<file path="src/rtl/sfpb_pkg.sv">
// Shared types, codes and reply tables for the serial flash programmer bridge.
`default_nettype none
package sfpb_pkg;

    localparam logic [1:0] ACT_HOST = 2'd0;
    localparam logic [1:0] ACT_SPI  = 2'd1;
    localparam logic [1:0] ACT_TICK = 2'd2;

    localparam logic [1:0] KIND_HOST = 2'd0;
    localparam logic [1:0] KIND_SPI  = 2'd1;
    localparam logic [1:0] KIND_CS   = 2'd2;

    localparam logic [7:0] RESP_ACK = 8'h06;
    localparam logic [7:0] RESP_NAK = 8'h15;
    localparam logic [7:0] FILL     = 8'hFF;
    localparam logic [7:0] BUS_SPI  = 8'h08;

    localparam logic [7:0] CMD_NOP     = 8'h00;
    localparam logic [7:0] CMD_IFACE   = 8'h01;
    localparam logic [7:0] CMD_CMDMAP  = 8'h02;
    localparam logic [7:0] CMD_PGMNAME = 8'h03;
    localparam logic [7:0] CMD_SERBUF  = 8'h04;
    localparam logic [7:0] CMD_BUSTYPE = 8'h05;
    localparam logic [7:0] CMD_WRNMAX  = 8'h07;
    localparam logic [7:0] CMD_RDNMAX  = 8'h0F;
    localparam logic [7:0] CMD_SETBUS  = 8'h10;
    localparam logic [7:0] CMD_OPSPI   = 8'h11;
    localparam logic [7:0] CMD_SPIFREQ = 8'h12;
    localparam logic [7:0] CMD_SPIPIN  = 8'h13;

    localparam logic [31:0] BASE_RATE = 32'd36000000;
    localparam logic [15:0] TIMEOUT_RESET = 16'd200;
    localparam int QDEPTH = 2;

    typedef enum logic [1:0] {
        TAIL_NONE = 2'd0,
        TAIL_MAP  = 2'd1,
        TAIL_NAME = 2'd2
    } tail_t;

    typedef struct packed {
        logic [1:0] action;
        logic [7:0] in_byte;
    } in_item_t;

    typedef struct packed {
        logic [1:0] out_kind;
        logic [7:0] out_byte;
        logic [2:0] clock_select;
        logic       last;
    } out_item_t;

    typedef struct packed {
        logic [1:0] kind;
        logic [7:0] val;
    } res_t;

    // replies for one event: explicit items then an optional table tail
    typedef struct packed {
        logic [2:0]     n;
        tail_t          tail;
        logic [2:0]     clk;
        res_t [4:0]     items;
    } job_t;

    function automatic logic [2:0] params_needed(input logic [7:0] cmd);
        logic [2:0] r;
        r = 3'd0;
        if (cmd == CMD_SETBUS) r = 3'd1;
        if (cmd == CMD_OPSPI) r = 3'd6;
        if (cmd == CMD_SPIFREQ) r = 3'd4;
        if (cmd == CMD_SPIPIN) r = 3'd2;
        return r;
    endfunction

    function automatic logic [5:0] tail_len(input tail_t t);
        logic [5:0] r;
        unique case (t)
            TAIL_MAP:  r = 6'd32;
            TAIL_NAME: r = 6'd16;
            default:   r = 6'd0;
        endcase
        return r;
    endfunction

    function automatic logic [7:0] map_byte(input logic [4:0] idx);
        logic [7:0] r;
        unique case (idx)
            5'd0:    r = 8'hBF;
            5'd1:    r = 8'h80;
            5'd2:    r = 8'h0F;
            default: r = 8'h00;
        endcase
        return r;
    endfunction

    function automatic logic [7:0] name_byte(input logic [3:0] idx);
        logic [7:0] r;
        unique case (idx)
            4'd0:    r = 8'h75;
            4'd1:    r = 8'h6E;
            4'd2:    r = 8'h69;
            4'd3:    r = 8'h2D;
            4'd4:    r = 8'h73;
            4'd5:    r = 8'h65;
            4'd6:    r = 8'h72;
            4'd7:    r = 8'h70;
            4'd8:    r = 8'h72;
            4'd9:    r = 8'h6F;
            4'd10:   r = 8'h67;
            default: r = 8'h00;
        endcase
        return r;
    endfunction

    function automatic logic [31:0] rate_of(input logic [2:0] c);
        return BASE_RATE >> c;
    endfunction

endpackage
`default_nettype wire

</file>
<file path="src/rtl/sfpb_queue.sv">
// Two-entry job queue between the decode front and the reply back end.
`default_nettype none
module sfpb_queue (
    input  wire logic            clk,
    input  wire logic            rst_n,
    input  wire logic            push,
    input  sfpb_pkg::job_t       push_data,
    output logic                 full,
    input  wire logic            pop,
    output sfpb_pkg::job_t       head,
    output logic                 not_empty
);
    import sfpb_pkg::*;

    job_t       entry_reg [QDEPTH];
    logic       wr_ptr_reg, wr_ptr_next;
    logic       rd_ptr_reg, rd_ptr_next;
    logic [1:0] count_reg, count_next;

    assign full      = (count_reg == 2'(QDEPTH));
    assign not_empty = (count_reg != 2'd0);
    assign head      = entry_reg[rd_ptr_reg];

    always_comb
    begin
        wr_ptr_next = wr_ptr_reg ^ push;
        rd_ptr_next = rd_ptr_reg ^ pop;
        count_next  = count_reg + 2'(push) - 2'(pop);
    end

    always_ff @(posedge clk or negedge rst_n)
    begin
        if (!rst_n)
        begin
            wr_ptr_reg <= 1'b0;
            rd_ptr_reg <= 1'b0;
            count_reg  <= 2'd0;
        end
        else
        begin
            wr_ptr_reg <= wr_ptr_next;
            rd_ptr_reg <= rd_ptr_next;
            count_reg  <= count_next;
        end
    end

    always_ff @(posedge clk)
    begin
        if (push)
            entry_reg[wr_ptr_reg] <= push_data;
    end

endmodule
`default_nettype wire

</file>
<file path="config.mk">
export PLATFORM = sky130hd
export DESIGN_NAME = sfpb_queue
export DESIGN_NICKNAME = d
export VERILOG_FILES = /design/src/rtl/sfpb_pkg.sv /design/src/rtl/sfpb_queue.sv
export SDC_FILE = /design/constraint.sdc
export NUM_CORES = 1
export LEC_CHECK = 0
export BUFFER_PORTS_ARGS = -buffer_cell sky130_fd_sc_hd__buf_2
export CAP_MARGIN = 25
export CORE_MARGIN = 1
export CORE_UTILIZATION = 35
export CTS_BUF_LIST = sky130_fd_sc_hd__clkbuf_4 sky130_fd_sc_hd__clkbuf_8
export CTS_CLUSTER_SIZE = 28
export DETAILED_ROUTE_END_ITERATION = 6
export PLACE_DENSITY = 0.59
export SETUP_SLACK_MARGIN = 0.05
export SYNTH_ARGS = -nofsm -noshare
export SYNTH_HDL_FRONTEND = slang
export SYNTH_SLANG_ARGS = --single-unit
</file>
<file path="constraint.sdc">
create_clock -name clk -period 2.45 [get_ports clk]
set_input_delay 0.3675 -clock clk [delete_from_list [all_inputs] [get_ports clk]]
set_output_delay 0.3675 -clock clk [all_outputs]
set_load 0.01 [all_outputs]
</file>
==> run summary, run 1 <==
status = complete, no violations
Worst-Margin Slew = 0.430 ns
CTS max path bufs = 2
maxcap violations = 0
die area = 13100 um2
post-route cell area = 5740 um2
number of global-route vias before repair = 2371
Synth cell types = 13
All-Layer GR Usage = 0.128
Max Slew Vio Count = 0
register area = 3580 um2
Root Buffer = clkbuf_8
CP startpoint kind = flop
Final Power = 0.00658 W
layout cells sized above 1 = 0.630
Yosys reg bits = 120
Syn Inst Count = 197
required time worst endpoint = 2.08 ns
Starting Density = 0.364
compound-cell area share of the yosys netlist = 0
top cells by area, synth = edfxtp_1 (78%), mux2_2 (12%), mux2_4 (3.4%)
Synth warnings = 0
Most used DFF post-synth = edfxtp_1
Synth async-reset ratio = 0.0333
main combinational cell family by area after synthesis = multiplexers
Fin Clk Skew = 0.00722 ns
Vias = 2254
Pre-antenna DRT Iters = 4
initial antenna violation count = 0
most frequent cell after synthesis = edfxtp_1
CP Max Fanout = 24
num rows = 40
clock sinks = 120
Fin. Hold Viols = 0
Vias/cell = 4.36
hold path depth = 1
CP startpoint = rd_ptr_reg
sequential-to-total area share from yosys stat = 0.807
fmax = 455 MHz
CTS Buf Count = 17
worst path arrival time = 1.83 ns
pwr dens = 1150 nW/um2
antenna diode count = 0
adder-cell share of the synthesized area = 0.0113
Core Util, Final = 0.470
H-tree Lvls = 4
Nets = 402
PortBufs = 121
worst r2r src = wr_ptr_reg
post-route setup slack = 0.251 ns
post-route ant nets = 0
simple-gate share of the synthesized area = 0.00282
cell taking the most area after synthesis = edfxtp_1
pin count of the biggest net entering global routing = 47
drt initial violations = 81
hold_sp = push_data[35]
cts hold-fix bufs = 1
max reg flops = 116
placed instance area = 5310 um2
number of fill cells = 1119
Tcrit/Tclk final = 0.898
# DRC = 0
CTS tree = done
Clock transition at path regs = 0.07 ns
syn avg cell area = 22.5 um2
RSZ-0062 raised after global routing = false
Place WS = 0.670 ns
I/O pin count = 122
die width = 115 um
Post-CTS Setup Bufs = 0
mean routed wirelength per cell = 15.1 um
area share of the largest cell type after synthesis = 0.784
number of synthesized flops with an enable pin = 116
DP HPWL = 5.08 mm
multiplexer area fraction after synthesis = 0.155
global route overflow = 0
Clk Latency, worst-skew pair = 0.42 ns
Die Span Y = 115 um
Synth Area in XOR/XNOR = 0.00732
Synth Cell Area = 4440 um2
multi-input logic area = 791 um2
final setup vio count = 0
CP Capture Type = output port
Slew Limit Headroom = 0.713
Setup TNS = 0 ns
final WL = 7.80 mm
maximum VDD drop = 0.444 mV
LEAKAGE = 2.20 nW
FF-to-FF path depth = 3
Worst Hold Class = primary input to flop
post-CTS sizing = 0
gpl congestion = 0.662
top cells by count, synth = edfxtp_1 (116), mux2_2 (48), mux2_4 (10)
first-pass GRT wire length = 11.8 mm
core region area = 12200 um2
Synth Net Count = 263
CP Class = flop to output port
fin crit period = 2.20 ns
P&R area growth vs syn = 29.1%
[report_power, final]
| group | internal, W | total (W) | switching, W |
|---|---|---|---|
| logic | 0.000964 | 0.00187 | 0.000910 |
| registers | 0.00272 | 0.00287 | 0.000146 |
| clock network | 0.00106 | 0.00184 | 0.000773 |
[per-stage QoR]
step | hold WS [ns] | std cells
final | 0.120 | 517
after global routing | 0.0787 | 517
after CTS | 0.0827 | 517
after detailed placement | 0.199 | 484
after global placement | 0.196 | 484
after floorplan | 0.0719 | 197
[layout make-up]
class,count,area share
flip-flops and latches,120,0.625
multi-input cells,66,0.138
repair buffers,127,0.125
clock buffers,20,0.0469
well taps,168,0.0366
clock inverters,12,0.0262
inverters,4,0.00262
[placed cells by master, fill, tap and decap left out]
| cell | n |
|---|---|
| buf_12 | 5 |
| buf_2 | 121 |
| bufinv_16 | 3 |
| clkbuf_4 | 1 |
| clkbuf_8 | 19 |
| clkinv_2 | 3 |
| clkinvlp_4 | 6 |
| dfrtp_1 | 3 |
| dfrtp_2 | 1 |
| dlygate4sd3_1 | 1 |
| edfxtp_1 | 116 |
| ha_1 | 2 |
| ha_2 | 2 |
| inv_1 | 4 |
| mux2_2 | 48 |
| mux2_4 | 10 |
| nor2b_1 | 1 |
| or2_2 | 1 |
| xor2_1 | 1 |
| xor3_1 | 1 |
[kinds of logic (layout without fill, tap and decap cells)]
family,Yosys count,in the layout
xor+xnor,2,2
fa+ha+maj,4,4
buf+inv,11,163
flops,120,120
mux,58,58
simple gates,2,2
[worst max-delay path, cell delays in order, from the launching register on]
cell	delay (ns)
dfrtp_2	0.63
buf_12	0.24
mux2_2	0.37
buf_2	0.15
[path summary, 6_finish.rpt]
kind                                     to  slack, ns
max                                head[13]       0.25
min                        entry_reg[0][35]       0.12
max reg2reg                 entry_reg[0][3]       0.93
min reg2reg                    count_reg[1]       0.64
max in group asynchronous        rd_ptr_reg       2.02
min in group asynchronous      count_reg[0]       0.28
[per-layer routing]
layer,share of wire,vias up,global-route usage
met5,0,-,0
met2,0.51,81,0.207
met4,0.017,0,0.0753
met3,0.060,10,0.0529
met1,0.41,1109,0.142
li1,-,1054,-
No activity file was read; power rests on OpenSTA's default activity.
==> run 2, diff against run 1 <==
--- a/config.mk
+++ b/config.mk
@@ -12,8 +12,8 @@
 export CTS_BUF_LIST = sky130_fd_sc_hd__clkbuf_4 sky130_fd_sc_hd__clkbuf_8
 export CTS_CLUSTER_SIZE = 28
 export DETAILED_ROUTE_END_ITERATION = 6
-export PLACE_DENSITY = 0.59
 export SETUP_SLACK_MARGIN = 0.05
+export SKIP_CTS_REPAIR_TIMING = 1
 export SYNTH_ARGS = -nofsm -noshare
 export SYNTH_HDL_FRONTEND = slang
 export SYNTH_SLANG_ARGS = --single-unit
==> run summary, run 2 (synthesized netlist as in run 1, its figures left out) <==
hold path depth = 1 (unchanged)
Critical R2R Capture = entry_reg[0][39]
required time worst endpoint = 2.08 ns (about the same)
Die Span Y = 115 um (unchanged)
worst path arrival time = 1.70 ns (-0.13 ns)
CP top delay family = buffers and inverters
DP HPWL = 4.80 mm (-5.6%)
Worst Hold Class = primary input to flop
status = complete, no violations
I/O pin count = 122 (unchanged)
CTS Buf Count = 17 (unchanged)
CTS tree = done
clock sinks = 120 (unchanged)
worst r2r src = wr_ptr_reg
post-route setup slack = 0.384 ns (+0.133 ns)
Fin. Hold Viols = 0 (unchanged)
die area = 13100 um2 (unchanged)
Worst-Margin Slew = 0.501 ns (+0.0707 ns)
max reg flops = 116 (unchanged)
Core Util, Final = 0.461 (-0.00891)
Vias/cell = 4.35 (-0.27%)
pwr dens = 1120 nW/um2 (-2.5%)
PortBufs = 121 (unchanged)
post-route ant nets = 0 (unchanged)
crit path max-delay cell type = mux2_2
layout cells sized above 1 = 0.610 (-0.0201)
Place WS = 0.823 ns (+0.153 ns)
CP startpoint = rd_ptr_reg
maximum VDD drop = 0.528 mV (+19%)
CP startpoint kind = flop
Tcrit/Tclk final = 0.843 (-0.0543)
pin count of the biggest net entering global routing = 60 (+28%)
Vias = 2248 (-0.27%)
final setup vio count = 0 (unchanged)
crit-path max cell delay = 0.39 ns (-0.24 ns)
All-Layer GR Usage = 0.129 (+0.000422)
die width = 115 um (unchanged)
initial antenna violation count = 0 (unchanged)
maxcap violations = 0 (unchanged)
fmax = 484 MHz (+6.4%)
# DRC = 0 (unchanged)
dpl cells = 484 (unchanged)
Fin Clk Skew = 0.00466 ns (-0.00256 ns)
gpl congestion = 0.643 (-2.9%)
CTS max path bufs = 2 (unchanged)
most common cell after layout, fill and taps aside = buf_2
Setup TNS = 0 ns (unchanged)
H-tree Lvls = 4 (unchanged)
Slew Limit Headroom = 0.666 (-0.0472)
most frequent cells in the layout = buf_2 (121), edfxtp_1 (116), mux2_2 (48)
CP Capture Type = output port
RSZ-0062 raised after global routing = false
WP buf/inv = 2 (unchanged)
hold_sp = push_data[21]
first-pass GRT wire length = 11.8 mm (+0.18%)
Clock transition at path regs = 0.07 ns (about the same)
global route overflow = 0 (unchanged)
mean routed wirelength per cell = 15.0 um (-0.76%)
P&R area growth vs syn = 26.7%
Starting Density = 0.364 (unchanged)
CP Max Fanout = 59 (+150%)
Layout Cells excl Fill = 517 (unchanged)
Nets = 402 (unchanged)
Endpoint, Worst Hold = entry_reg[0][21]
CP Class = flop to output port
core region area = 12200 um2 (unchanged)
FF-to-FF path depth = 3 (unchanged)
Pre-antenna DRT Iters = 4 (unchanged)
LEAKAGE = 2.17 nW (-1.5%)
antenna diode count = 0 (unchanged)
number of global-route vias before repair = 2359 (-0.51%)
R2R Setup Slk = 1.04 ns (+0.11 ns)
fin crit period = 2.07 ns (-0.133 ns)
Root Buffer = clkbuf_8
Clk Latency, worst-skew pair = 0.42 ns (about the same)
CP Cell Sequence = buf_12 > mux2_2 > buf_2
num rows = 40 (unchanged)
final WL = 7.74 mm (-0.76%)
Max Slew Vio Count = 0 (unchanged)
drt initial violations = 101 (+25%)
run 2: worst max-delay path by stage:
stage | endpoint | slack, ns | cells after the start
floorplan | entry_reg[0][0] | 0.20 | 2
CTS | head[22] | 0.33 | 3
global route | head[25] | 0.30 | 3
global placement | head[25] | 0.82 | 3
finish | head[25] | 0.38 | 3
detailed placement | head[22] | 0.82 | 3
run 2: through the flow:
stage | area (um2) | total power [W] | hold slack [ns]
2_1_floorplan | 4440 | 0.00412 | 0.0719
3_3_place_gp | 5260 | 0.00475 | 0.177
3_5_place_dp | 5260 | 0.00477 | 0.183
4_1_cts | 5620 | 0.00643 | -0.304
5_1_grt | 5630 | 0.00665 | 0.0828
6_report | 5630 | 0.00629 | 0.129
run 2: area by class of cell:
class | count | area [um2]
fill | 1123 | 6590
tap | 168 | 210
clock buffer | 19 | 249
inverter | 4 | 15.0
multi-input combinational | 66 | 791
clock inverter | 13 | 111
timing repair buffer | 127 | 666
sequential | 120 | 3580
run 2: routing by layer:
layer | wire length [um] | track usage
met5 | 0 | 0
met4 | 95 | 0.0623
met3 | 460 | 0.0582
met2 | 3930 | 0.207
met1 | 3250 | 0.145
run 2: power breakdown:
part           switching, W  internal [W]
Clock              0.000727      0.000895
Sequential        0.0000924       0.00273
Combinational      0.000951      0.000897
