**config.mk**
```make
export PLATFORM = sky130hd
export DESIGN_NAME = sfpb_back
export DESIGN_NICKNAME = d
export VERILOG_FILES = /design/src/rtl/sfpb_pkg.sv /design/src/rtl/sfpb_back.sv
export SDC_FILE = /design/constraint.sdc
export NUM_CORES = 1
export LEC_CHECK = 0
export BUFFER_PORTS_ARGS = -buffer_cell sky130_fd_sc_hd__buf_2
export CAP_MARGIN = 20
export CORE_AREA = 2 2 95 69
export CTS_CLUSTER_DIAMETER = 40
export DETAILED_ROUTE_END_ITERATION = 7
export DIE_AREA = 0 0 97 71
export HOLD_SLACK_MARGIN = 0.06
export PLACE_DENSITY = 0.53
export SYNTH_ARGS = -nofsm -noshare
export SYNTH_HDL_FRONTEND = slang
export SYNTH_SLANG_ARGS = --single-unit
export TNS_END_PERCENT = 50
```
**constraint.sdc**
```tcl
create_clock -name clk -period 5.55 [get_ports clk]
set_input_delay 0.8325 -clock clk [delete_from_list [all_inputs] [get_ports clk]]
set_output_delay 0.8325 -clock clk [all_outputs]
set_load 0.01 [all_outputs]
```
**src/rtl/sfpb_pkg.sv**
```systemverilog
// Shared types, codes and reply tables for the serial flash programmer bridge.
`default_nettype none
package sfpb_pkg;

    localparam logic [1:0] ACT_HOST = 2'd0;
    localparam logic [1:0] ACT_SPI  = 2'd1;
    localparam logic [1:0] ACT_TICK = 2'd2;

    localparam logic [1:0] KIND_HOST = 2'd0;
    localparam logic [1:0] KIND_SPI  = 2'd1;
    localparam logic [1:0] KIND_CS   = 2'd2;

    localparam logic [7:0] RESP_ACK = 8'h06;
    localparam logic [7:0] RESP_NAK = 8'h15;
    localparam logic [7:0] FILL     = 8'hFF;
    localparam logic [7:0] BUS_SPI  = 8'h08;

    localparam logic [7:0] CMD_NOP     = 8'h00;
    localparam logic [7:0] CMD_IFACE   = 8'h01;
    localparam logic [7:0] CMD_CMDMAP  = 8'h02;
    localparam logic [7:0] CMD_PGMNAME = 8'h03;
    localparam logic [7:0] CMD_SERBUF  = 8'h04;
    localparam logic [7:0] CMD_BUSTYPE = 8'h05;
    localparam logic [7:0] CMD_WRNMAX  = 8'h07;
    localparam logic [7:0] CMD_RDNMAX  = 8'h0F;
    localparam logic [7:0] CMD_SETBUS  = 8'h10;
    localparam logic [7:0] CMD_OPSPI   = 8'h11;
    localparam logic [7:0] CMD_SPIFREQ = 8'h12;
    localparam logic [7:0] CMD_SPIPIN  = 8'h13;

    localparam logic [31:0] BASE_RATE = 32'd36000000;
    localparam logic [15:0] TIMEOUT_RESET = 16'd200;
    localparam int QDEPTH = 2;

    typedef enum logic [1:0] {
        TAIL_NONE = 2'd0,
        TAIL_MAP  = 2'd1,
        TAIL_NAME = 2'd2
    } tail_t;

    typedef struct packed {
        logic [1:0] action;
        logic [7:0] in_byte;
    } in_item_t;

    typedef struct packed {
        logic [1:0] out_kind;
        logic [7:0] out_byte;
        logic [2:0] clock_select;
        logic       last;
    } out_item_t;

    typedef struct packed {
        logic [1:0] kind;
        logic [7:0] val;
    } res_t;

    // replies for one event: explicit items then an optional table tail
    typedef struct packed {
        logic [2:0]     n;
        tail_t          tail;
        logic [2:0]     clk;
        res_t [4:0]     items;
    } job_t;

    function automatic logic [2:0] params_needed(input logic [7:0] cmd);
        logic [2:0] r;
        r = 3'd0;
        if (cmd == CMD_SETBUS) r = 3'd1;
        if (cmd == CMD_OPSPI) r = 3'd6;
        if (cmd == CMD_SPIFREQ) r = 3'd4;
        if (cmd == CMD_SPIPIN) r = 3'd2;
        return r;
    endfunction

    function automatic logic [5:0] tail_len(input tail_t t);
        logic [5:0] r;
        unique case (t)
            TAIL_MAP:  r = 6'd32;
            TAIL_NAME: r = 6'd16;
            default:   r = 6'd0;
        endcase
        return r;
    endfunction

    function automatic logic [7:0] map_byte(input logic [4:0] idx);
        logic [7:0] r;
        unique case (idx)
            5'd0:    r = 8'hBF;
            5'd1:    r = 8'h80;
            5'd2:    r = 8'h0F;
            default: r = 8'h00;
        endcase
        return r;
    endfunction

    function automatic logic [7:0] name_byte(input logic [3:0] idx);
        logic [7:0] r;
        unique case (idx)
            4'd0:    r = 8'h75;
            4'd1:    r = 8'h6E;
            4'd2:    r = 8'h69;
            4'd3:    r = 8'h2D;
            4'd4:    r = 8'h73;
            4'd5:    r = 8'h65;
            4'd6:    r = 8'h72;
            4'd7:    r = 8'h70;
            4'd8:    r = 8'h72;
            4'd9:    r = 8'h6F;
            4'd10:   r = 8'h67;
            default: r = 8'h00;
        endcase
        return r;
    endfunction

    function automatic logic [31:0] rate_of(input logic [2:0] c);
        return BASE_RATE >> c;
    endfunction

endpackage
`default_nettype wire

```
**src/rtl/sfpb_back.sv**
```systemverilog
// Reply sequencer: expands queued jobs into result items behind an output register.
`default_nettype none
module sfpb_back (
    input  wire logic            clk,
    input  wire logic            rst_n,
    input  wire logic            q_not_empty,
    input  sfpb_pkg::job_t       q_head,
    output logic                 q_pop,
    output logic                 out_valid,
    input  wire logic            out_stall,
    output sfpb_pkg::out_item_t  out_data
);
    import sfpb_pkg::*;

    logic       out_valid_reg;
    out_item_t  out_reg, out_next;
    logic [5:0] pos_reg, pos_next;
    logic [5:0] total;
    logic [5:0] tidx;
    logic       load;
    logic       is_last;
    res_t       r;

    assign out_valid = out_valid_reg;
    assign out_data  = out_reg;
    assign load      = q_not_empty && (!out_valid_reg || !out_stall);
    assign total     = 6'(q_head.n) + tail_len(q_head.tail);
    assign is_last   = (pos_reg == total - 6'd1);
    assign q_pop     = load && is_last;
    assign tidx      = pos_reg - 6'(q_head.n);

    always_comb
    begin
        if (pos_reg < 6'(q_head.n))
            r = q_head.items[pos_reg[2:0]];
        else if (q_head.tail == TAIL_MAP)
            r = '{KIND_HOST, map_byte(tidx[4:0])};
        else
            r = '{KIND_HOST, name_byte(tidx[3:0])};
        out_next.out_kind     = r.kind;
        out_next.out_byte     = r.val;
        out_next.clock_select = q_head.clk;
        out_next.last         = is_last;
        pos_next = pos_reg;
        if (load)
            pos_next = is_last ? 6'd0 : pos_reg + 6'd1;
    end

    always_ff @(posedge clk or negedge rst_n)
    begin
        if (!rst_n)
        begin
            out_valid_reg <= 1'b0;
            pos_reg       <= '0;
        end
        else
        begin
            pos_reg <= pos_next;
            if (load)
                out_valid_reg <= 1'b1;
            else if (!out_stall)
                out_valid_reg <= 1'b0;
        end
    end

    always_ff @(posedge clk)
    begin
        if (load)
            out_reg <= out_next;
    end

endmodule
`default_nettype wire

```
==> results.md, run 1 <==
* Status: complete, no violations
* Cell total after placement at 315
* Critical Path Source Type: register
* First-pass GRT wire length at 7.196 mm
* Sw Pwr at 0.0003325 W
* XOR/XNOR Fraction of Synth Area at 0.05516
* Area grow syn2layout at 27.08%
* Design Area, Final at 0.002220 mm²
* Highest metal used: met4
* Footprint of the multi-input gates at 0.001055 mm²
* Final Hold Viols at 0
* Detail Placement HPWL at 3.529 mm
* Synth Area in Compound Gates at 0.1483
* Clock Latency Late Sink at 0.26 ns
* Mean Syn Cell Area at 10.27 µm²
* Post-CTS Hold Fix Bufs at 0
* Row cnt at 24
* Final setup fails at 0
* Setup crit start: pos_reg[0]
* Post-synth EDFFs at 14
* DR iter-0 viols at 71
* Power Internal at 0.0004789 W
* Drt total wl at 4.474 mm
* Reg-to-reg slack, setup at 2.22 ns
* Max rail drop VDD at 116.4 µV
* Yosys reg bits at 21
* CTS Buf Count at 3
* Register Area at 595.6 µm²
* Req. time, crit path at 4.72 ns
* Post-layout nets at 316
* Global route total overflow at 0
* Setup TNS at 0 ns
* Period utilisation layout at 0.6056
* Area post-placement at 0.002175 mm²
* R2R Path Start: pos_reg[0]
* Max-cap violation count at 0
* Achievable frequency at 0.2975 GHz
* Die area at 0.006887 mm²
* Diodes inserted at 0
* Final cell count without fillers at 319
* Crit end category: primary output
* M1 wire length at 2.264 mm
* Adder-cell share of the synthesized area at 0.09026
* Critical Path AT at 2.53 ns
* Tot Pwr at 0.0008113 W
* Register area share after synthesis at 0.3410
* Gate Count Post-Synth at 170
* Synth Warn # at 0
* Final clock skew at 0.005506 ns
* Simple-gate share of the synthesized area at 0.1461
* Multiplexer share of the synthesized area at 0.1640
* DR WL met3 at 205 µm
* # H-tree levels at 1
* Max_slew headroom at 0.3446
* Async set or reset register ratio after synthesis at 0.3333
* Core area at 0.006036 mm²
* Synth Flop Type: edfxtp_1
* Switch share at 0.4098
* Fillers at 627
* Placer congestion estimate at 0.7907
* Vias in the first global route at 1,467
* IO buf count at 77
* DR WL met2 at 1.969 mm
* CTS root buf: clkbuf_8
* Routed wire per std cell at 14.03 µm
* Post-cts resize count at 0
* Share of cells above drive strength 1 at 0.3942
* Clock buffer depth at 2
* Worst-path clk slew at 0.08 ns
* Pwr dens at 365.5 mW/mm²
* Pleak at 0.9916 nW
* Final Max Slew Viols at 0
* Worst Path Max Fanout at 16
* Min Tclk post-route at 3.361 ns
* Max reg flops at 14
* Worst Max-Slew Pin Slew at 0.9798 ns
* Clock power share at 0.126
* Antenna violations before repair at 0
* Comb power frac at 0.546
* Largest net degree at the start of global routing at 19
* Clock Sinks at 21
* HP Class: in -> async
* Setup Fix Bufs, Post-CTS at 0
* Synth Net Count at 244
* Sequential share of power at 0.328
* Total I/O pin count at 78
* Synth cell types at 39
* Setup CP Type: reg -> out
* CTS tree: done
* Initial Utilization at 0.2894
* Main combinational cell family by area after synthesis: multiplexers
* GRT Total Usage at 0.1278
* RSZ-0062 raised after global routing: no
* Die Y at 71 µm
* Die width at 97 µm
* Synthesized area at 0.001747 mm²
* Post-route DRC violation count at 0
* Initial DRT Pass Iterations at 4
* Antenna-violating nets left at 0
* Via count at 1,567
* Via density at 4.912
## through the flow
stage,hold WS [ns],setup slack [ns],utilization
CTS,0.3834,2.129,0.3677
floorplan,0.5347,2.429,-
global route,0.3911,1.973,0.3677
finish,0.3881,2.189,0.3677
global placement,0.4841,2.255,0.3603
detailed placement,0.4890,2.222,0.3603
## power groups by stage
stage / sequential (W) / combinational [W] / clock [W]
finish: 0.000266 / 0.000443 / 0.000102
detailed placement: 0.000272 / 0.000438 / 0
global route: 0.000274 / 0.000490 / 0.000111
floorplan: 0.000239 / 0.000361 / 0
global placement: 0.000271 / 0.000433 / 0
CTS: 0.000268 / 0.000441 / 0.000107
## per-layer routing
| layer | vias to the layer above | track usage |
|---|---|---|
| met5 | - | 0 |
| met4 | 0 | 0.02817 |
| met3 | 2 | 0.02569 |
| met2 | 43 | 0.1991 |
| met1 | 743 | 0.1851 |
| li1 | 779 | - |
## cell usage after synthesis (2+ instances only)
cell,number,area [µm²]
a311o_1,2,20.02
nor2_1,12,45.04
o21ai_0,7,35.03
inv_1,11,41.29
mux2_2,3,33.78
buf_6,2,22.52
nand2_1,16,60.06
ha_1,11,137.6
o2111ai_1,2,17.52
buf_2,2,10.01
xnor2_1,5,43.79
nand2b_1,2,12.51
xor2_1,6,52.55
edfxtp_1,14,420.4
nor3_1,5,25.02
o22ai_1,2,12.51
a211o_1,3,26.28
clkbuf_1,6,22.52
and3_1,2,12.51
nand3_1,5,25.02
mux4_2,9,202.7
dfrtp_1,7,175.2
o211ai_1,2,15.01
a21oi_1,6,30.03
mux2i_1,5,50.05
a22oi_1,9,67.56
nor2b_1,2,12.51
## layout by cell type (no fill, tap or decap), types with 2 or more instances in the layout
cell type / count
a211o_1: 3
a21oi_1: 6
a22oi_1: 9
a311o_1: 2
and3_1: 2
buf_2: 77
clkbuf_8: 3
dfrtp_1: 7
edfxtp_1: 14
ha_1: 11
inv_1: 11
mux2_2: 3
mux2i_1: 5
mux4_2: 9
nand2_1: 16
nand2b_1: 2
nand3_1: 5
nor2_1: 12
nor2b_1: 2
nor3_1: 5
o2111ai_1: 2
o211ai_1: 2
o21ai_0: 7
o22ai_1: 2
xnor2_1: 5
xor2_1: 6
## final timing paths
path                                to  depth (start not counted)
min                          out_valid                          1
min in group clk             out_valid                          2
max reg2reg                out_data[5]                          9
min reg2reg                  out_valid                          2
max in group asynchronous   pos_reg[0]                          1
max                              q_pop                          6
## cell families (layout without fill, tap and decap cells)
kind of cell,count (synthesis),in the layout
and+or+nand+nor,51,51
AOI/OAI and AO/OA,37,37
DFF,21,21
buffers and inverters,21,92
muxes,17,17
adders and majority gates,12,12
xor gates and xnor gates,11,11
## area by class of cell
type	instances	share of cell area
inverters	11	0.01860
repair buffers	77	0.1736
well taps	78	0.04397
clock buffers	4	0.02029
multi-input cells	128	0.4752
flip-flops and latches	21	0.2683
## critical path, stage by stage (launching register included)
cell,delay [ns]
dfrtp_1,0.88
inv_1,0.17
ha_1,0.42
nor3_1,0.21
nand3_1,0.21
nor3_1,0.22
buf_2,0.16
(Power assumes the default switching activity.)
==> inputs of run 2 (changes only) <==
==> constraint.sdc (replaced) <==
create_clock -name clk -period 3.43 [get_ports clk]
set_input_delay 0.5145 -clock clk [delete_from_list [all_inputs] [get_ports clk]]
set_output_delay 0.5145 -clock clk [all_outputs]
set_load 0.01 [all_outputs]
==> run 2 against run 1 <==
  * Final cell count is 0.94% higher
  * First-iteration DRC count is 38% lower
  * Sequential power is 42% higher
  * Clock skew hardly changed
  * Critical path depth is 3 higher
  * Power is 64% higher
  * Routed wire length is 0.36% higher
  * Count of clock-buffer cells in the layout stayed put
  * Via count is 1.3% higher
  * Critical path type is now reg -> reg
==> results.md, run 2 (synthesis results as in run 1) <==
* Crit path top cell by count: inv_1
* Design Area, Final at 0.002242 mm² (+1.0%)
* Pleak at 1.006 nW (+1.5%)
* Register Area at 595.6 µm² (unchanged)
* Req. time, crit path at 3.44 ns (-1.28 ns)
* Post-cts resize count at 0 (unchanged)
* Drt total wl at 4.490 mm (+0.36%)
* Period utilisation layout at 0.8286
* Global route total overflow at 0 (unchanged)
* Initial Utilization at 0.2894 (unchanged)
* Placer congestion estimate at 0.8243 (+4.2%)
* Pre-CTS setup slack at 0.4383 ns (-1.784 ns)
* Post-Route Utilization at 0.3715 (+0.003731)
* Status: complete, no violations
* Core area at 0.006036 mm² (unchanged)
* Post-route DRC violation count at 0 (unchanged)
* Max rail drop VDD at 198.2 µV (+70%)
* Commonest non-fill, non-tap cell in the layout: buf_2
* Path depth of the worst reg2reg path at 9 (unchanged)
* Worst Path Max Fanout at 12 (-4)
* Final setup fails at 0 (unchanged)
* Cell total after placement at 318 (+0.95%)
* # H-tree levels at 1 (unchanged)
* Worst Max-Slew Pin Slew at 0.7105 ns (-0.2693 ns)
* First-pass GRT wire length at 7.182 mm (-0.19%)
* HP Class: in -> async
* IO buf count at 77 (unchanged)
* Max_slew headroom at 0.5258 (+0.1812)
* Detail Placement HPWL at 3.553 mm (+0.68%)
* R2R Path Start: pos_reg[0]
* Setup Fix Bufs, Post-CTS at 0 (unchanged)
* Worst Slack Setup Final at 0.5881 ns (-1.601 ns)
* GRT Total Usage at 0.1277 (about the same)
* Final cell count without fillers at 322 (+0.94%)
* Footprint of the multi-input gates at 0.001055 mm² (unchanged)
* DR iter-0 viols at 44 (-38%)
* Initial DRT Pass Iterations at 4 (unchanged)
* Max reg flops at 14 (unchanged)
* Area post-placement at 0.002197 mm² (+1.0%)
* Antenna-violating nets left at 0 (unchanged)
* Critical-path cell list: inv_1, ha_1, inv_1, fa_1, a211o_1, or3_4, and2_4, a41o_1, a311o_1
* Die width at 97 µm (unchanged)
* Share of cells above drive strength 1 at 0.4016 (+0.007448)
* RR Endpoint: out_data[5]
* Largest net degree at the start of global routing at 19 (unchanged)
* Reg-to-reg slack, setup at 0.59 ns (-1.63 ns)
* Final clock skew at 0.005184 ns (-0.0003219 ns)
* CP max stage cell: fa_1
* RSZ-0062 raised after global routing: no
* Setup TNS at 0 ns (unchanged)
* CTS root buf: clkbuf_8
* Final Max Slew Viols at 0 (unchanged)
* Via count at 1,588 (+1.3%)
* Crit end category: register
* Most frequent cells in the layout: buf_2 (77), nand2_1 (16), edfxtp_1 (14), nor2_1 (12)
* Row cnt at 24 (unchanged)
* Post-layout nets at 319 (+0.95%)
* Die Y at 71 µm (unchanged)
* Via density at 4.932 (+0.40%)
* Critical Path Source Type: register
* Min Tclk post-route at 2.842 ns
* Worst-path clk slew at 0.08 ns (about the same)
* Final Hold Viols at 0 (unchanged)
* Vias in the first global route at 1,483 (+1.1%)
* Clock Latency Late Sink at 0.26 ns (about the same)
* Clock Sinks at 21 (unchanged)
* Pwr dens at 594.9 mW/mm² (+63%)
* Routed wire per std cell at 13.94 µm (-0.58%)
* Antenna violations before repair at 0 (unchanged)
* CTS tree: done
* Setup crit start: pos_reg[0]
* Area grow syn2layout at 28.37%
* Die area at 0.006887 mm² (unchanged)
* Setup CP Type: reg -> reg
* CTS Buf Count at 3 (unchanged)
* Diodes inserted at 0 (unchanged)
* CP peak stage delay at 0.42 ns (-0.46 ns)
* Total I/O pin count at 78 (unchanged)
* Max-cap violation count at 0 (unchanged)
* Critical Path AT at 2.85 ns (+0.32 ns)
* Fillers at 613 (-2.2%)
* Achievable frequency at 0.3519 GHz
* Post-CTS Hold Fix Bufs at 0 (unchanged)
* Clock buffer depth at 2 (unchanged)
run 2: cell types whose count changed in the layout (fill, tap and decap cells not counted), sizes merged:
cell	change
buf	+3
run 2: layer usage:
| metal | track usage | vias to the layer above | part of all wire |
|---|---|---|---|
| met4 | 0.02973 | 0 | 0.0085 |
| met2 | 0.2052 | 56 | 0.45 |
| met5 | 0 | - | 0 |
| li1 | - | 782 | - |
| met3 | 0.02273 | 4 | 0.053 |
| met1 | 0.1811 | 746 | 0.49 |
run 2: power breakdown:
group,internal [W],total (W),switching (W)
Clock,0.0000827,0.000163,0.0000804
Combinational,0.000371,0.000793,0.000422
Sequential,0.000340,0.000378,0.0000379
Total,0.000794,0.00133,0.000540
run 2: area by class of cell:
type / instances / share of cell area
clock buffer: 4 / 0.02009
inverter: 11 / 0.01842
multi-input combinational: 128 / 0.4704
sequential: 21 / 0.2656
tap: 78 / 0.04353
timing repair buffer: 80 / 0.1819
run 2: worst max-delay path by stage:
| stage | cells past startpoint | end | slack, ns |
|---|---|---|---|
| floorplan | 12 | out_data[5] | 0.33 |
| global placement | 9 | out_data[5] | 0.44 |
| detailed placement | 9 | out_data[5] | 0.44 |
| CTS | 9 | out_data[5] | 0.59 |
| global route | 9 | out_data[5] | 0.46 |
| finish | 9 | out_data[5] | 0.59 |
run 2: worst max-delay path: cells and delay by family, from the launching register on:
family	cells	cell delay [ns]
flops	1	0.38
fa+ha+maj	2	0.57
simple gates	2	0.60
buf+inv	2	0.13
compound gates	3	0.90
run 2: stage by stage:
step	hold WS [ns]	power, W
after floorplan	0.2189	0.0009717
after global placement	0.3606	0.001169
after detailed placement	0.3613	0.001173
after CTS	0.07340	0.001343
after global routing	0.07351	0.001441
final	0.07007	0.001334
==> inputs of run 3 (changes only) <==
--- a/config.mk
+++ b/config.mk
@@ -5,14 +5,15 @@
 export SDC_FILE = /design/constraint.sdc
 export NUM_CORES = 1
 export LEC_CHECK = 0
+export ABC_AREA = 1
 export BUFFER_PORTS_ARGS = -buffer_cell sky130_fd_sc_hd__buf_2
 export CAP_MARGIN = 20
-export CORE_AREA = 2 2 95 69
+export CORE_AREA = 2 2 101 74
 export CTS_CLUSTER_DIAMETER = 40
 export DETAILED_ROUTE_END_ITERATION = 7
-export DIE_AREA = 0 0 97 71
+export DIE_AREA = 0 0 103 76
 export HOLD_SLACK_MARGIN = 0.06
-export PLACE_DENSITY = 0.53
+export PLACE_DENSITY = 0.54
 export SYNTH_ARGS = -nofsm -noshare
 export SYNTH_HDL_FRONTEND = slang
 export SYNTH_SLANG_ARGS = --single-unit
==> constraint.sdc (replaced) <==
create_clock -name clk -period 2.6 [get_ports clk]
set_input_delay 0.39 -clock clk [delete_from_list [all_inputs] [get_ports clk]]
set_output_delay 0.39 -clock clk [all_outputs]
set_load 0.01 [all_outputs]
==> run 3 against run 2 <==
  * Worst hold slack gained 0.24 ns
  * Register-to-register slack got worse by 0.31 ns
  * Area after synthesis rose by 15%
  * Die area increased by 14%
  * Critical endpoint is now out_data[7]
  * Largest power group unchanged
  * Highest routed layer unchanged
==> results.md, run 3 <==
* Largest net degree at the start of global routing at 28 (+9)
* Share of cells above drive strength 1 at 0.2765 (-0.1252)
* Post-route DRC violation count at 0 (unchanged)
* Synth Net Count at 382 (+57%)
* CTS root buf: clkbuf_8
* Critical-path cell list: inv_2, ha_1, inv_1, fa_1, inv_1, ha_1, nand2_1, inv_1, nand3_1, nand2_1, a21oi_2, nand2_1
* RSZ-0062 raised after global routing: no
* Global route total overflow at 0 (unchanged)
* Row cnt at 26 (+8.3%)
* Most frequent cells in the layout: nand2_1 (118), buf_2 (77), nand3_1 (38), inv_1 (31), nor2_1 (27)
* Crit end category: register
* Vias in the first global route at 1,961 (+32%)
* Post-synth top area share at 0.2210 (-0.01971)
* Initial DRT Pass Iterations at 4 (unchanged)
* CP max stage cell: fa_1
* Max rail drop VDD at 284.4 µV (+44%)
* Final Max Slew Viols at 0 (unchanged)
* Mean Syn Cell Area at 6.508 µm² (-37%)
* Via count at 2,145 (+35%)
* Max reg flops at 14 (unchanged)
* Min Tclk post-route at 2.324 ns (-0.5180 ns)
* Die area at 0.007828 mm² (+14%)
* Status: complete, no violations
* Pwr dens at 935.3 mW/mm² (+57%)
* Synth Flop Type: edfxtp_1
* Final Hold Viols at 0 (unchanged)
* DR iter-0 viols at 104 (+140%)
* Worst Path Max Fanout at 5 (-7)
* Fillers at 769 (+25%)
* Clock Sinks at 21 (unchanged)
* Via density at 4.423 (-10%)
* Cells taking the most area after synthesis: nand2_1 (22%), edfxtp_1 (21%), nand3_1 (9.5%)
* Synth area leader: nand2_1
* Clock buffer depth at 2 (unchanged)
* CTS Buf Count at 3 (unchanged)
* Area grow syn2layout at 27.53%
* Leading cell type by number of instances after synthesis: nand2_1
* Power Internal at 0.001154 W (+45%)
* Synth cell types at 31 (-21%)
* Antenna violations before repair at 0 (unchanged)
* Comb power frac at 0.663 (+0.069)
* Final setup fails at 0 (unchanged)
* Async set or reset register ratio after synthesis at 0.3333 (unchanged)
* HP Class: in -> reg
* Commonest non-fill, non-tap cell in the layout: nand2_1
* Max_slew headroom at 0.7349 (+0.2091)
* Setup CP Type: reg -> reg
* Min-delay src: q_head[51]
* Detail Placement HPWL at 4.624 mm (+30%)
* Switch share at 0.5175 (+0.1127)
* # H-tree levels at 1 (unchanged)
* Synthesized area at 0.002004 mm² (+15%)
* Antenna-violating nets left at 0 (unchanged)
* Yosys reg bits at 21 (unchanged)
* Critical Path AT at 2.33 ns (-0.52 ns)
* Achievable frequency at 0.4303 GHz (+22%)
* Area post-placement at 0.002501 mm² (+14%)
* CP bufs+invs at 4 (+2)
* Leading cell types by count after synthesis: nand2_1 (118), nand3_1 (38), inv_1 (31), nor2_1 (27)
* Synth Warn # at 0 (unchanged)
* Gate Count Post-Synth at 308 (+81%)
* First-pass GRT wire length at 9.356 mm (+30%)
* Diodes inserted at 0 (unchanged)
* CP peak stage delay at 0.57 ns (+0.15 ns)
* Drt total wl at 5.739 mm (+28%)
* Period utilisation layout at 0.8938 (+0.06528)
* Worst-path clk slew at 0.08 ns (about the same)
* Routed wire per std cell at 11.83 µm (-15%)
* Final clock skew at 0.004014 ns (-0.001170 ns)
* Sequential share of power at 0.249 (-0.034)
* Req. time, crit path at 2.61 ns (-0.83 ns)
* Sw Pwr at 0.001237 W (+130%)
* Register area share after synthesis at 0.2971 (-0.04385)
* Die Y at 76 µm (+7.0%)
* Clock power share at 0.088 (-0.034)
* Pleak at 1.392 nW (+38%)
* Design Area, Final at 0.002556 mm² (+14%)
* Critical Path Source Type: register
* R2R Path Start: pos_reg[0]
* Crit-path leading delay family: adder cells
* Setup crit start: pos_reg[0]
* Clock Latency Late Sink at 0.25 ns (about the same)
* IO buf count at 77 (unchanged)
* GRT Total Usage at 0.1474 (+0.01964)
* Placer congestion estimate at 0.8835 (+7.2%)
* CTS tree: done
* Core area at 0.006962 mm² (+15%)
* Initial Utilization at 0.2879 (-0.001464)
* Total I/O pin count at 78 (unchanged)
* Setup TNS at 0 ns (unchanged)
* Die width at 103 µm (+6.2%)
* Post-layout nets at 462 (+45%)
* Max-cap violation count at 0 (unchanged)
* Worst Max-Slew Pin Slew at 0.3964 ns (-0.3141 ns)
* Hold slack at 0.3055 ns (+0.2354 ns)
* Post-synth EDFFs at 14 (unchanged)
run 3: metal layers:
metal,GRT usage,part of all wire,up-vias
li1,-,-,1143
met1,0.2322,0.52,934
met2,0.2156,0.40,66
met3,0.02018,0.075,2
met4,0.02368,0.0030,0
met5,0,0,-
run 3: worst reg2reg max path: stages, from the launching register on:
cell and delay [ns]:
dfrtp_1 0.39, inv_2 0.07, ha_1 0.13, inv_1 0.07
fa_1 0.57, inv_1 0.12, ha_1 0.23, nand2_1 0.09
inv_1 0.05, nand3_1 0.07, nand2_1 0.10, a21oi_2 0.14
nand2_1 0.06
run 3: repair_timing:
item                                   in CTS  in global routing
buffers inserted                            0                  0
endpoints found under the hold margin       7                  0
resized for setup                           0                  0
hold buffers                                1                  0
run 3: power groups by stage:
stage	combinational [W]	sequential, W	clock, W
after floorplan	0.00115	0.000595	0
after global placement	0.00159	0.000601	0
after detailed placement	0.00158	0.000601	0
after CTS	0.00159	0.000596	0.000219
after global routing	0.00181	0.000610	0.000234
final	0.00158	0.000595	0.000211
run 3: worst paths after layout:
path,endpoint,slack [ns],cells past startpoint
setup / recovery,out_data[7],0.28,12
hold / removal,out_data[2],0.31,1
setup reg to reg,out_data[7],0.28,12
hold reg to reg,out_valid,0.50,2
max in group asynchronous,pos_reg[1],1.95,2
min in group asynchronous,out_valid,0.49,2
run 3: logic make-up (layout without fill, tap and decap cells):
kind of cell | count (synthesis) | count (layout) | share of synthesized area
buffers and inverters | 44 | 123 | 0.09425
adders and majority gates | 12 | 12 | 0.07865
xor gates and xnor gates | 1 | 1 | 0.004370
DFF | 21 | 21 | 0.2971
and+or+nand+nor | 201 | 201 | 0.4444
AOI/OAI and AO/OA | 29 | 29 | 0.08116
run 3: stage by stage:
step                      setup WS [ns]  instances  power, W    util
final                            0.2760        485  0.002391  0.3672
after global placement           0.2585        480  0.002189  0.3593
after floorplan                  0.1582        308  0.001747       -
after CTS                        0.2547        485  0.002403  0.3672
after global routing             0.1221        485  0.002653  0.3672
after detailed placement         0.2623        480  0.002180  0.3593
run 3: area by class of cell:
cell class | count | area [µm²] | area share
multi-input cells | 243 | 1220 | 0.4772
inverters | 36 | 140.1 | 0.05482
repair buffers | 83 | 432.9 | 0.1694
well taps | 98 | 122.6 | 0.04797
clock buffers | 4 | 45.04 | 0.01762
flip-flops and latches | 21 | 595.6 | 0.2330
